File: config.mk
export PLATFORM = sky130hd
export DESIGN_NAME = light_gun_port_model_top
export DESIGN_NICKNAME = d
export VERILOG_FILES = /design/src/design/lgp_pkg.sv /design/src/design/lgp_div.sv /design/src/design/lgp_datapath.sv /design/src/design/lgp_ctrl.sv /design/src/design/light_gun_port_model_top.sv
export SDC_FILE = /design/constraint.sdc
export NUM_CORES = 1
export LEC_CHECK = 0
export BUFFER_PORTS_ARGS = -buffer_cell sky130_fd_sc_hd__buf_2
export CELL_PAD_IN_SITES_DETAIL_PLACEMENT = 1
export CELL_PAD_IN_SITES_GLOBAL_PLACEMENT = 1
export CORE_ASPECT_RATIO = 0.5
export CORE_MARGIN = 5
export CORE_UTILIZATION = 47
export CTS_BUF_LIST = sky130_fd_sc_hd__clkbuf_16
export DETAILED_ROUTE_END_ITERATION = 16
export PLACE_DENSITY = 0.83
export SETUP_SLACK_MARGIN = 0.5
export SYNTH_ARGS = -nofsm -noshare
export SYNTH_HDL_FRONTEND = slang
export SYNTH_HIERARCHICAL = 1
export SYNTH_SLANG_ARGS = --single-unit
File: constraint.sdc
create_clock -name clk -period 5.7 [get_ports clk]
set_input_delay 0.285 -clock clk [delete_from_list [all_inputs] [get_ports clk]]
set_output_delay 0.285 -clock clk [all_outputs]
set_load 0.02 [all_outputs]
File: src/design/lgp_pkg.sv
package lgp_pkg;

  // Channel widths
  localparam int OP_W   = 2;
  localparam int IN_W   = 168;
  localparam int OUT_W  = 40;

  // Item kinds carried on tuser
  localparam logic [1:0] OP_INPUT = 2'd0;
  localparam logic [1:0] OP_BUS   = 2'd1;
  localparam logic [1:0] OP_LINE  = 2'd2;

  // Shot sequence limits
  localparam logic [31:0] SHOT_TOTAL = 32'd250000;
  localparam logic [31:0] SHOT_HI    = 32'd166666;
  localparam logic [31:0] SHOT_LO    = 32'd83333;
  localparam int          SHOT_W     = 18;

  // Port and light constants
  localparam logic [6:0]  BUS_MASK     = 7'h7C;
  localparam logic [6:0]  STATUS_RESET = 7'h4C;
  localparam logic [15:0] X_LIMIT      = 16'd21472;
  localparam logic [15:0] OFFSCREEN    = 16'hC000;
  localparam logic [31:0] PULSE_LEN    = 32'd16;
  localparam logic [31:0] COUNTER_IDLE = 32'h7FFFFFFF;
  localparam int          LIGHT_BIT    = 6;
  localparam int          TRIG_BIT     = 4;

  // Light delay divider
  localparam int DIV_N_W   = 18;
  localparam int DIV_D_W   = 16;
  localparam int DIV_CNT_W = 5;

  // Controller to datapath
  typedef struct packed {
    logic load;
    logic exec;
    logic arm;
    logic out_load;
  } lgp_cmd_t;

  // Datapath to controller
  typedef struct packed {
    logic need_div;
    logic div_done;
  } lgp_stat_t;

endpackage

File: src/design/lgp_div.sv
module lgp_div (
  input  logic                          clk,
  input  logic                          rst,
  input  logic                          start,
  input  logic [lgp_pkg::DIV_N_W-1:0]   dividend,
  input  logic [lgp_pkg::DIV_D_W-1:0]   divisor,
  output logic                          done,
  output logic [lgp_pkg::DIV_N_W-1:0]   quotient
);

  logic                          busy;
  logic [lgp_pkg::DIV_CNT_W-1:0] cnt;
  logic [lgp_pkg::DIV_N_W-1:0]   dvd;
  logic [lgp_pkg::DIV_D_W-1:0]   rem;
  logic [lgp_pkg::DIV_D_W:0]     shifted;
  logic                          fits;

  // one restoring step: bring in next dividend bit, subtract if it fits
  assign shifted = {rem, dvd[lgp_pkg::DIV_N_W-1]};
  assign fits    = shifted >= {1'b0, divisor};

  always_ff @(posedge clk) begin
    if (rst) begin
      busy <= 1'b0;
      done <= 1'b0;
      cnt  <= '0;
    end else begin
      done <= 1'b0;
      if (start) begin
        busy <= 1'b1;
        cnt  <= '0;
      end else if (busy) begin
        if (cnt == lgp_pkg::DIV_CNT_W'(lgp_pkg::DIV_N_W - 1)) begin
          busy <= 1'b0;
          done <= 1'b1;
        end
        cnt <= cnt + 1'b1;
      end
    end
  end

  // payload: dividend shifts out, quotient shifts in
  always_ff @(posedge clk) begin
    if (start) begin
      dvd      <= dividend;
      rem      <= '0;
      quotient <= '0;
    end else if (busy) begin
      dvd      <= {dvd[lgp_pkg::DIV_N_W-2:0], 1'b0};
      rem      <= fits ? lgp_pkg::DIV_D_W'(shifted - {1'b0, divisor})
                       : shifted[lgp_pkg::DIV_D_W-1:0];
      quotient <= {quotient[lgp_pkg::DIV_N_W-2:0], fits};
    end
  end

endmodule

File: src/design/lgp_datapath.sv
module lgp_datapath (
  input  logic                      clk,
  input  logic                      rst,
  input  lgp_pkg::lgp_cmd_t         cmd,
  output lgp_pkg::lgp_stat_t        stat,
  input  logic [lgp_pkg::IN_W-1:0]  s_tdata,
  input  logic [lgp_pkg::OP_W-1:0]  s_tuser,
  output logic [lgp_pkg::OUT_W-1:0] m_tdata,
  output logic                      m_tuser
);

  // latched item
  logic [1:0]  op_r;
  logic [31:0] ts_r;
  logic [15:0] cx_r, cy_r, line_r, divr_r, adj_r;
  logic [7:0]  btn_r;
  logic [30:0] elapsed_r;
  logic [6:0]  bo_r, ba_r;

  // block state
  logic [6:0]  status_bits, status_bits_next;
  logic        wait_phase, wait_phase_next;
  logic [31:0] light_counter, light_counter_next;
  logic [31:0] last_time, last_time_next;
  logic [31:0] next_time, next_time_next;
  logic        event_off, event_off_next;
  logic        shot_active, shot_active_next;
  logic [lgp_pkg::SHOT_W-1:0] shot_counter, shot_counter_next;
  logic        prev_shot, prev_shot_next;
  logic [15:0] aim_x, aim_x_next, aim_y, aim_y_next;
  logic [6:0]  data_r, data_next;

  // result word
  logic [6:0]  out_data;
  logic [31:0] out_ts;
  logic        out_off;

  // helpers
  logic [31:0] lc_sub;
  logic        lc_expired;
  logic [6:0]  status_adv;
  logic [31:0] shot_sum;
  logic signed [16:0] row_diff;
  logic        row_hit, col_hit;
  logic [17:0] x_sum;
  logic [19:0] num;
  logic        num_pos;
  logic        div_done;
  logic [lgp_pkg::DIV_N_W-1:0] quot;

  // item capture, fields from the lowest bit up
  always_ff @(posedge clk) begin
    if (cmd.load) begin
      op_r      <= s_tuser;
      ts_r      <= s_tdata[31:0];
      cx_r      <= s_tdata[47:32];
      cy_r      <= s_tdata[63:48];
      btn_r     <= s_tdata[71:64];
      elapsed_r <= s_tdata[102:72];
      bo_r      <= s_tdata[109:103];
      ba_r      <= s_tdata[116:110];
      line_r    <= s_tdata[132:117];
      divr_r    <= s_tdata[148:133];
      adj_r     <= s_tdata[164:149];
    end
  end

  // light counter advance to the item's timestamp
  assign lc_sub     = light_counter - (ts_r - last_time);
  assign lc_expired = (lc_sub == 32'd0) || lc_sub[31];
  always_comb begin
    status_adv = status_bits;
    if (lc_expired) status_adv[lgp_pkg::LIGHT_BIT] = wait_phase;
  end

  // line hook hit test and delay numerator
  assign row_diff = $signed({aim_y[15], aim_y}) - $signed({line_r[15], line_r});
  assign row_hit  = (row_diff >= -17'sd1) && (row_diff <= 17'sd1);
  assign col_hit  = !aim_x[15] && (aim_x < lgp_pkg::X_LIMIT) && (divr_r != 16'd0);
  assign x_sum    = {{2{aim_x[15]}}, aim_x} + {{2{adj_r[15]}}, adj_r};
  assign num      = {x_sum, 2'b00};
  assign num_pos  = !num[19] && (num != 20'd0);

  assign stat.need_div = (op_r == lgp_pkg::OP_LINE) && row_hit && col_hit && num_pos;
  assign stat.div_done = div_done;

  lgp_div u_div (
    .clk      (clk),
    .rst      (rst),
    .start    (cmd.exec && stat.need_div),
    .dividend (num[lgp_pkg::DIV_N_W-1:0]),
    .divisor  (divr_r),
    .done     (div_done),
    .quotient (quot)
  );

  assign shot_sum = 32'(shot_counter) + 32'(elapsed_r);

  // next state
  always_comb begin
    status_bits_next   = status_bits;
    wait_phase_next    = wait_phase;
    light_counter_next = light_counter;
    last_time_next     = last_time;
    next_time_next     = next_time;
    event_off_next     = event_off;
    shot_active_next   = shot_active;
    shot_counter_next  = shot_counter;
    prev_shot_next     = prev_shot;
    aim_x_next         = aim_x;
    aim_y_next         = aim_y;
    data_next          = data_r;

    if (cmd.exec) begin
      data_next = 7'd0;
      unique case (op_r)
        lgp_pkg::OP_INPUT: begin
          aim_x_next       = cx_r;
          aim_y_next       = cy_r;
          status_bits_next = {status_bits[6], ~btn_r[1], ~btn_r[0], 4'b1100};
          if (shot_active) begin
            if (shot_sum >= lgp_pkg::SHOT_TOTAL) begin
              shot_active_next  = 1'b0;
              shot_counter_next = '0;
            end else begin
              shot_counter_next = shot_sum[lgp_pkg::SHOT_W-1:0];
              aim_x_next        = lgp_pkg::OFFSCREEN;
              aim_y_next        = lgp_pkg::OFFSCREEN;
              // trigger low only in the middle third
              status_bits_next[lgp_pkg::TRIG_BIT] =
                (shot_sum >= lgp_pkg::SHOT_HI) || (shot_sum < lgp_pkg::SHOT_LO);
            end
          end else if (btn_r[2] && !prev_shot) begin
            shot_active_next  = 1'b1;
            shot_counter_next = '0;
          end
          prev_shot_next = btn_r[2];
        end
        lgp_pkg::OP_BUS, lgp_pkg::OP_LINE: begin
          last_time_next     = ts_r;
          light_counter_next = lc_sub;
          status_bits_next   = status_adv;
          if (lc_expired) begin
            if (!wait_phase) begin
              wait_phase_next    = 1'b1;
              light_counter_next = lgp_pkg::PULSE_LEN;
              next_time_next     = ts_r + lgp_pkg::PULSE_LEN;
              event_off_next     = 1'b0;
            end else begin
              light_counter_next = lgp_pkg::COUNTER_IDLE;
              next_time_next     = 32'd0;
              event_off_next     = 1'b1;
            end
          end
          if (op_r == lgp_pkg::OP_BUS)
            data_next = ((bo_r & ba_r) | (status_adv & ~ba_r)) & lgp_pkg::BUS_MASK;
        end
        default: begin
        end
      endcase
    end

    // arm the light pulse once the delay is known
    if (cmd.arm && (quot != '0)) begin
      status_bits_next[lgp_pkg::LIGHT_BIT] = 1'b1;
      wait_phase_next    = 1'b0;
      light_counter_next = 32'(quot);
      next_time_next     = ts_r + 32'(quot);
      event_off_next     = 1'b0;
    end
  end

  always_ff @(posedge clk) begin
    if (rst) begin
      status_bits   <= lgp_pkg::STATUS_RESET;
      wait_phase    <= 1'b1;
      light_counter <= lgp_pkg::COUNTER_IDLE;
      last_time     <= 32'd0;
      next_time     <= 32'd0;
      event_off     <= 1'b1;
      shot_active   <= 1'b0;
      shot_counter  <= '0;
      prev_shot     <= 1'b0;
      aim_x         <= 16'd0;
      aim_y         <= 16'd0;
    end else begin
      status_bits   <= status_bits_next;
      wait_phase    <= wait_phase_next;
      light_counter <= light_counter_next;
      last_time     <= last_time_next;
      next_time     <= next_time_next;
      event_off     <= event_off_next;
      shot_active   <= shot_active_next;
      shot_counter  <= shot_counter_next;
      prev_shot     <= prev_shot_next;
      aim_x         <= aim_x_next;
      aim_y         <= aim_y_next;
    end
  end

  always_ff @(posedge clk) begin
    data_r <= data_next;
  end

  // output register
  always_ff @(posedge clk) begin
    if (cmd.out_load) begin
      out_data <= data_r;
      out_ts   <= event_off ? 32'd0 : next_time;
      out_off  <= event_off;
    end
  end

  assign m_tdata = {1'b0, out_ts, out_data};
  assign m_tuser = out_off;

endmodule

File: src/design/lgp_ctrl.sv
module lgp_ctrl (
  input  logic                clk,
  input  logic                rst,
  input  logic                s_tvalid,
  output logic                s_tready,
  output logic                m_tvalid,
  input  logic                m_tready,
  input  lgp_pkg::lgp_stat_t  stat,
  output lgp_pkg::lgp_cmd_t   cmd
);

  localparam logic [1:0] ST_IDLE   = 2'd0;
  localparam logic [1:0] ST_EXEC   = 2'd1;
  localparam logic [1:0] ST_DIV    = 2'd2;
  localparam logic [1:0] ST_RESULT = 2'd3;

  logic [1:0] state, state_next;

  assign s_tready = (state == ST_IDLE);

  // sequencing
  always_comb begin
    state_next   = state;
    cmd          = '0;
    unique case (state)
      ST_IDLE: begin
        cmd.load = s_tvalid;
        if (s_tvalid) state_next = ST_EXEC;
      end
      ST_EXEC: begin
        cmd.exec   = 1'b1;
        state_next = stat.need_div ? ST_DIV : ST_RESULT;
      end
      ST_DIV: begin
        if (stat.div_done) begin
          cmd.arm    = 1'b1;
          state_next = ST_RESULT;
        end
      end
      ST_RESULT: begin
        if (!m_tvalid || m_tready) begin
          cmd.out_load = 1'b1;
          state_next   = ST_IDLE;
        end
      end
      default: state_next = ST_IDLE;
    endcase
  end

  always_ff @(posedge clk) begin
    if (rst) begin
      state    <= ST_IDLE;
      m_tvalid <= 1'b0;
    end else begin
      state <= state_next;
      if (cmd.out_load) m_tvalid <= 1'b1;
      else if (m_tready) m_tvalid <= 1'b0;
    end
  end

endmodule

File: src/design/light_gun_port_model_top.sv
// Channel   Dir  Handshake          Payload
// s_        in   s_tvalid/s_tready  tuser: op; tdata: timestamp .. coord_adjust
// m_        out  m_tvalid/m_tready  tdata: bus_data, next_event_ts; tuser: event_disabled
//
// One word in flight at a time: accept, execute, then the result
// is loaded into the output register before the next word is accepted.
// A scanline hit adds the 18-step serial divide; the pulse is armed once it is done.
// Reset is synchronous and restores the port state; the next word is taken
// while the previous result still waits on m_tready, and a finished word holds
// its result until the output register is free.
module light_gun_port_model_top (
  input  logic                      clk,
  input  logic                      rst,
  input  logic                      s_tvalid,
  output logic                      s_tready,
  // [31:0] timestamp, [47:32] coord_x, [63:48] coord_y, [71:64] buttons,
  // [102:72] elapsed_ticks, [109:103] bus_out, [116:110] bus_asserted,
  // [132:117] scan_row, [148:133] divisor, [164:149] coord_adjust
  input  logic [lgp_pkg::IN_W-1:0]  s_tdata,
  // [1:0] op
  input  logic [lgp_pkg::OP_W-1:0]  s_tuser,
  output logic                      m_tvalid,
  input  logic                      m_tready,
  // [6:0] bus_data, [38:7] next_event_ts
  output logic [lgp_pkg::OUT_W-1:0] m_tdata,
  // [0] event_disabled
  output logic                      m_tuser
);

  lgp_pkg::lgp_cmd_t  cmd;
  lgp_pkg::lgp_stat_t stat;

  lgp_ctrl u_ctrl (
    .clk      (clk),
    .rst      (rst),
    .s_tvalid (s_tvalid),
    .s_tready (s_tready),
    .m_tvalid (m_tvalid),
    .m_tready (m_tready),
    .stat     (stat),
    .cmd      (cmd)
  );

  lgp_datapath u_dp (
    .clk     (clk),
    .rst     (rst),
    .cmd     (cmd),
    .stat    (stat),
    .s_tdata (s_tdata),
    .s_tuser (s_tuser),
    .m_tdata (m_tdata),
    .m_tuser (m_tuser)
  );

endmodule
==> key figures, run 1 <==
Status
  • Outcome: completed

Floorplanning
  • Starting Density: 47.5%
  • Die area: roughly 0.056 mm²
  • Die H: approximately 170 µm
  • I/O pins: between 200 and 250
  • Chip Width: roughly 330 µm
  • Core area: 0.0502 mm²
  • Site Rows: 58

Global route
  • Largest net degree at the start of global routing: approximately 140
  • Antenna violations before repair: 1
  • First-pass GRT wire length: 125 mm
  • Global route overflow: 0
  • GRT Total Usage: 28.1%
  • Vias in the first global route: roughly 22000

Pwr
  • Switching Fraction: roughly 45%
  • Worst vdd ir: 284 µV
  • Flop pwr share: 28.3%
  • Pleak: 11.7 nW
  • Clock power frac: about a fifth
  • Internal power: approximately 8.4 mW
  • Logic pwr share: a little over half
  • PD cells: approximately 530 mW/mm²
  • Sw power: around 6.8 mW

Clocking
  • Clk sink count: 417
  • Total CTS buffers: 42
  • Clk pin slew, worst setup/hold paths: about 80 ps
  • Root buffer cell: clkbuf_16
  • CTS max path bufs: 3
  • Worst-Skew Late Latency: between 500 and 600 ps
  • Htree depth: 2
  • TritonCTS clock tree: done

STA
  • Fin crit period: ~5000 ps
  • Tcrit/Tclk final: about nine tenths
  • Worst Skew: 28.2 ps
  • Final Max Slew Viols: 0
  • RSZ-0062 raised after global routing: no
  • Fin Hold WS: approximately 140 ps
  • Final Hold Vio Count: 0
  • Fmax: just under 200 MHz
  • Final setup viols: 0
  • Final setup TNS: 0 ps
  • Worst Tran Pin Value: ~1200 ps
  • Max_slew headroom: approximately 22%

Yosys
  • Top FF cell, synth: edfxtp_1
  • Avg Cell Area, Syn: between 9 and 10 µm²
  • Sequential fraction of the synthesis area: between 40 and 50%
  • Largest cells by area after synthesis: edfxtp_1 (28%), dfxtp_1 (17%), ha_1 (6.7%)
  • Yosys top cell area share: 27.6%
  • Cells after synthesis: 2479
  • Flops & latches, synth: between 400 and 500
  • Post-synth EDFFs: 219
  • Post-synthesis cell type count: slightly above 100
  • Yosys top cell by area: edfxtp_1
  • Mapped Area: 0.0238 mm²
  • Ys async rst share: 0%
  • Yosys warnings: 6

Route
  • Vias: around 21000
  • Final WL: approximately 80 mm
  • Drt wl/cell: 23.1 µm
  • Residual DRC: 0
  • Vias per cell: ~5.9
  • Final ANT Viol Nets: 0
  • TritonRoute pass-1 iters: 5
  • Initial drt markers: ~1600

Critical path
  • Critical path cell sequence: ha_1 -> inv_1 -> fa_1 -> nor2b_1 -> o21ai_0 -> nor3b_1 -> nor2_1 -> nor2_1 -> or4b_1 -> or4_1 -> or4_1 -> or4_1 -> nor3_1 -> and3b_2 -> buf_12 -> buf_12 -> nand2b_2 -> a211oi_1 -> a21o_1
  • Critical path origin: u_dp/adj_r[0]$_DFFE_PP_
  • Startpoint types: flop
  • Critical path data required time: a little over 6000 ps
  • CP max stage delay: ~490 ps
  • Critical setup path kind: flop to flop
  • CP max stage cell: or4b_1
  • Critical Path AT: between 5000 and 6000 ps
  • Crit end category: flop
  • CP Max Fanout: 7
  • Most Frequent Cell on Critical Path: or4_1
  • Worst reg2reg path startpoint: u_dp/adj_r[0]$_DFFE_PP_

Hold path
  • Hold crit path type: input pin to flop
  • Hold wc startpoint: m_tready

Layout
  • Share of cells above drive strength 1: about 15%
  • Nets: 3174
  • Synth-to-layout area growth: 21.2%
  • Fillcell total: roughly 5700

Run
  • Max-capacitance violation count: 0

Placement
  • I/O Buffers: 201
  • DP Wirelength: 51.3 mm
  • Gpl congestion: about 0.86
[registers in the layout, indices dropped and copies added (netlist names), 16 cells and up]
signal,cells
u_dp/adj_r,16
u_dp/aim_x,16
u_dp/aim_y,16
u_dp/cx_r,16
u_dp/cy_r,16
u_dp/divr_r,16
u_dp/elapsed_r,31
u_dp/last_time,32
u_dp/light_counter,32
u_dp/line_r,16
u_dp/next_time,32
u_dp/out_ts,32
u_dp/shot_counter,18
u_dp/ts_r,32
u_dp/u_div/dvd,18
u_dp/u_div/quotient,18
u_dp/u_div/rem,16
[cell families (layout without fill, tap and decap cells)]
family / after synthesis / count (layout) / share of synthesized area, %
AND/OR/NAND/NOR: 808 / 808 / 17.1
AO/OA/AOI/OAI: 595 / 595 / 16.4
flip-flops: 417 / 417 / 44.2
buffers and inverters: 318 / 706 / 5.66
adder cells (fa/ha/maj): 163 / 163 / 9.69
XOR/XNOR: 114 / 114 / 4.19
multiplexers: 63 / 63 / 2.77
other: 1 / 6 / 0.0157
[worst paths after layout]
path	to	slack (ps)	cells past startpoint
setup reg to reg	u_dp/u_div/rem[1]$_SDFFE_PP0P_	550	19
hold / removal	u_ctrl/m_tvalid$_SDFFE_PP0P_	140	4
setup / recovery	u_dp/u_div/rem[1]$_SDFFE_PP0P_	550	19
hold reg to reg	u_dp/out_data[2]$_DFFE_PP_	420	0
[routing by layer]
layer / vias to the layer above / GRT usage (%) / wire [µm]
met5: - / 0 / 0
met4: 0 / 11.1 / 3260
met3: 204 / 3.19 / 3430
met2: 658 / 51.7 / 42400
met1: 10510 / 33.9 / 33200
li1: 9607 / - / -
[metrics by stage]
stage	power, mW	cell area [µm²]	util (%)	cells	setup slack [ps]
after floorplan	9.70	23900	-	2483	597
after global routing	16.0	28900	57.5	3562	263
final	15.2	28900	57.5	3562	551
after global placement	11.4	25500	50.9	3305	485
after CTS	14.8	28600	56.9	3542	494
after detailed placement	11.7	25500	50.9	3305	252
[power by group through the flow]
stage / Clock [mW] / Sequential [mW] / Combinational [mW]
after floorplan: 0 / 4.27 / 5.44
after global placement: 0 / 4.29 / 7.08
after detailed placement: 0 / 4.33 / 7.40
after CTS: 2.97 / 4.27 / 7.57
after global routing: 3.13 / 4.34 / 8.57
final: 2.95 / 4.30 / 7.94
[cell usage in the layout (no fill, tap or decap), types with 11 or more instances in the layout]
cell type	n
nand3_1	67
edfxtp_1	219
a211o_1	12
nor3_1	53
dfxtp_1	197
mux2_2	18
nor2_1	180
and3_1	17
clkbuf_16	50
a221oi_1	11
nand4_1	46
mux2i_1	43
nor2b_1	51
buf_4	54
o21bai_1	11
or3_1	29
dlygate4sd3_1	158
nand2_1	227
o22ai_1	11
xor2_1	54
inv_1	212
o211ai_1	26
buf_2	200
a211oi_1	40
o21a_1	21
xnor2_1	60
nor4_1	17
nand3b_1	13
nand2b_1	26
fa_1	35
a31oi_1	18
ha_1	126
o21ai_1	17
a21oi_1	201
o21ai_0	87
a21o_1	34
and2_1	14
[worst max-delay path, delay by kind of cell (launching register included)]
family          cells  cell delay, ps
compound gates      3             740
fa+ha+maj           2             460
flops               1             410
simple gates       11            3110
buf+inv             3             390
[synth_stat cells, types with 26 or more instances]
master / count
nand2_1: 227
edfxtp_1: 219
inv_1: 207
a21oi_1: 202
dfxtp_1: 198
nor2_1: 181
ha_1: 127
o21ai_0: 90
clkbuf_1: 75
nand3_1: 67
xnor2_1: 60
xor2_1: 54
nor3_1: 53
nor2b_1: 52
nand4_1: 46
mux2i_1: 43
a211oi_1: 40
fa_1: 36
a21o_1: 34
or3_1: 29
nand2b_1: 27
o211ai_1: 26
[final cells by class]
cell class | count | area (µm²) | share of cell area [%]
antenna | 1 | 2.50 | 0.00866
clock buffer | 47 | 1180 | 4.07
tap | 690 | 863 | 2.99
multi-input combinational | 1748 | 12100 | 41.9
inverter | 207 | 777 | 2.69
timing repair buffer | 421 | 3160 | 11.0
sequential | 417 | 10500 | 36.5
clock inverter | 31 | 272 | 0.940
[repair_timing]
item / CTS / global route
setup buffers: 1 / 16
hold buffers: 158 / 0
gates resized for setup: 4 / 23
endpoints found under the hold margin: 158 / 0
pin swaps: 0 / 7
gates cloned: 0 / 3
endpoints found under the setup margin: 43 / 94
No activity file was read; power rests on OpenSTA's default activity.
==> run 2: changes to the inputs <==
--- a/config.mk
+++ b/config.mk
@@ -14,7 +14,9 @@
 export CTS_BUF_LIST = sky130_fd_sc_hd__clkbuf_16
 export DETAILED_ROUTE_END_ITERATION = 16
 export PLACE_DENSITY = 0.83
+export REMOVE_ABC_BUFFERS = 1
 export SETUP_SLACK_MARGIN = 0.5
+export SLEW_MARGIN = 20
 export SYNTH_ARGS = -nofsm -noshare
 export SYNTH_HDL_FRONTEND = slang
 export SYNTH_HIERARCHICAL = 1
==> run 2 against run 1 <==
  * Sequential share of layout area rose by 0.43 points
  * Worst setup slack improved by 140 ps
  * Wire length fell by 8.9%
  * Worst hold slack got worse by 91 ps
  * Critical path depth fell by 2
  * Count of clock-buffer cells in the layout fell by 6
  * Register-to-register slack improved by 140 ps
  * Critical endpoint is now u_dp/u_div/cnt[1]$_SDFFE_PP0P_
  * Highest routed layer is now met5
==> key figures, run 2 (synthesis gave the netlist of run 1 again) <==
Pwr
  • Worst vdd ir: 335 µV (+18%)
  • Internal power: 8.08 mW (-3.8%)
  • PD cells: 510 mW/mm² (-3.0%)
  • Total power draw: 14.6 mW (-4.1%)
  • Sw power: 6.48 mW (-4.6%)
  • Clock power frac: 18.5% (-0.9 points)
  • Logic pwr share: 52.0% (-0.3 points)
  • Pleak: 11.5 nW (-1.3%)
  • Switching Fraction: 44.5% (-0.20 points)
  • Flop pwr share: 29.5% (+1.2 points)

Route
  • Final ANT Viol Nets: 0 (unchanged)
  • Top Layer Used: met5
  • Final WL: 75.0 mm (-8.9%)
  • Drt wl/cell: 21.1 µm (-8.6%)
  • TritonRoute pass-1 iters: 5 (unchanged)
  • M1 wire length: 30.2 mm (-9.0%)
  • Wire length on met2: 38.5 mm (-9.4%)
  • Vias: 20594 (-1.8%)
  • Metal3 WL: 3.29 mm (-4.0%)
  • Initial drt markers: 1338 (-15%)
  • Residual DRC: 0 (unchanged)
  • Vias per cell: 5.80 (-1.4%)

Placement
  • DP Wirelength: 49.0 mm (-4.5%)
  • Gpl congestion: 0.892 (+3.5%)
  • Dpl ws: 367 ps (+115 ps)
  • Dpl cell area: 0.0256 mm² (+0.11%)
  • DP Cell Count: 3308 (+0.091%)
  • I/O Buffers: 201 (unchanged)

Layout
  • Final Cell Area: 0.0286 mm² (-1.2%)
  • Most frequent cells in the layout: nand2_1 (227), edfxtp_1 (219), inv_1 (217)
  • Synth-to-layout area growth: 19.8%
  • Final core utilization: 56.9% (-0.68 points)
  • Final cell count without fillers: 3548 (-0.39%)
  • Nets: 3162 (-0.38%)
  • Most common cell after layout, fill and taps aside: nand2_1
  • Share of cells above drive strength 1: 13.6% (-1.1 points)

Status
  • Outcome: completed

Global route
  • Antenna violations before repair: 3 (+2)
  • First-pass GRT wire length: 117 mm (-6.2%)
  • Global route overflow: 0 (unchanged)
  • Vias in the first global route: 21720 (-2.3%)
  • GRT Total Usage: 26.0% (-2.0 points)
  • Largest net degree at the start of global routing: 129 (-7.2%)

Clocking
  • CTS max path bufs: 3 (unchanged)
  • Clk sink count: 417 (unchanged)
  • Clk pin slew, worst setup/hold paths: 70 ps (about the same)
  • Worst-Skew Late Latency: 580 ps (+20 ps)
  • TritonCTS clock tree: done
  • Root buffer cell: clkbuf_16
  • Htree depth: 2 (unchanged)
  • Total CTS buffers: 40 (-4.8%)

STA
  • Fin Hold WS: 46.4 ps (-91.1 ps)
  • Max_slew headroom: 26.7% (+4.4 points)
  • RSZ-0062 raised after global routing: yes
  • Final Max Slew Viols: 0 (unchanged)
  • PnR worst setup slack: 687 ps (+136 ps)
  • Final Hold Vio Count: 0 (unchanged)
  • Tcrit/Tclk final: 87.9% (-2.4 points)
  • Worst Tran Pin Value: 1090 ps (-66.5 ps)
  • Final setup TNS: 0 ps (unchanged)
  • Worst Skew: 28.1 ps (-0.0634 ps)
  • Fin crit period: 5010 ps (-136 ps)
  • Fmax: 199 MHz (+2.7%)
  • Final setup viols: 0 (unchanged)

Floorplanning
  • I/O pins: 217 (unchanged)
  • Starting Density: 47.5% (unchanged)
  • Site Rows: 58 (unchanged)
  • Die H: 169 µm (unchanged)
  • Core area: 0.0502 mm² (unchanged)
  • Chip Width: 329 µm (unchanged)
  • Die area: 0.0556 mm² (unchanged)

Critical path
  • Critical Path AT: 5500 ps (-150 ps)
  • Reg2reg path depth: 17 (-2)
  • CP Max Fanout: 27 (+20)
  • Startpoint types: flop
  • R2R setup slack: 690 ps (+140 ps)
  • Critical path origin: u_dp/adj_r[0]$_DFFE_PP_
  • Reg-to-Reg End: u_dp/u_div/cnt[1]$_SDFFE_PP0P_
  • Crit end category: flop
  • Critical path data required time: 6180 ps (-20 ps)
  • Critical setup path kind: flop to flop
  • Worst reg2reg path startpoint: u_dp/adj_r[0]$_DFFE_PP_
  • CP endpoint: u_dp/u_div/cnt[1]$_SDFFE_PP0P_

Run
  • Max-capacitance violation count: 0 (unchanged)

Hold path
  • Hold crit path type: input pin to flop
## run 2: cell types whose count changed in the layout (fill, tap and decap cells not counted), sizes merged, moves of 2 or more
cell	previous run	this run
clkinv	16	18
clkinvlp	4	0
inv	214	219
bufinv	4	2
buf	260	249
clkbuf	50	43
## run 2: power groups by stage
| stage | Clock, mW | Sequential, mW | Combinational [mW] |
|---|---|---|---|
| after global routing | 2.89 | 4.34 | 8.27 |
| after global placement | 0 | 4.29 | 7.05 |
| after floorplan | 0 | 4.30 | 5.15 |
| after detailed placement | 0 | 4.32 | 7.28 |
| after CTS | 2.72 | 4.27 | 7.45 |
| final | 2.70 | 4.29 | 7.58 |
## run 2: final cells by class
class | instances | area [µm²]
Multi-Input combinational cell | 1750 | 12100
Clock inverter | 32 | 224
Antenna cell | 2 | 5.00
Timing Repair Buffer | 409 | 3050
Tap cell | 690 | 863
Sequential cell | 417 | 10500
Clock buffer | 41 | 1030
Inverter | 207 | 777
Fill cell | 5664 | 21700
## run 2: worst min path at each step
stage / startpoint / to / slack, ps / depth (start not counted)
finish: m_tready / u_ctrl/m_tvalid$_SDFFE_PP0P_ / 50 / 4
global route: m_tready / u_ctrl/m_tvalid$_SDFFE_PP0P_ / 60 / 4
CTS: m_tready / u_ctrl/m_tvalid$_SDFFE_PP0P_ / 10 / 4
detailed placement: u_dp/data_r[5]$_SDFFCE_PN0P_ / u_dp/out_data[5]$_DFFE_PP_ / 410 / 0
global placement: u_dp/data_r[3]$_SDFFCE_PN0P_ / u_dp/out_data[3]$_DFFE_PP_ / 400 / 0
floorplan: rst / u_ctrl/state[0]$_SDFFE_PP0P_ / 350 / 1
## run 2: critical path, stage by stage (launching register included)
cell	delay, ps
edfxtp_1	360
ha_1	180
inv_1	60
fa_1	420
nor2b_1	130
o21ai_0	110
a21boi_1	290
nor2_1	110
nor2_1	100
or4b_1	460
or4_1	410
or4_1	440
or4_1	430
nor3_1	300
and3b_2	350
buf_6	220
or2_1	310
a211oi_1	240
## run 2: layer usage
layer	GRT usage (%)	vias up
met1	30.9	10248
met5	0	-
met3	3.81	185
met2	48.0	568
li1	-	9591
met4	10.2	2
## run 2: timing repair
item | CTS | global route
setup buffers | 0 | 3
resized for setup | 1 | 14
gates cloned | 0 | 4
hold buffers | 158 | 0
setup endpoints to repair | 41 | 88
pin swaps | 0 | 1
hold endpoints to repair | 158 | 0
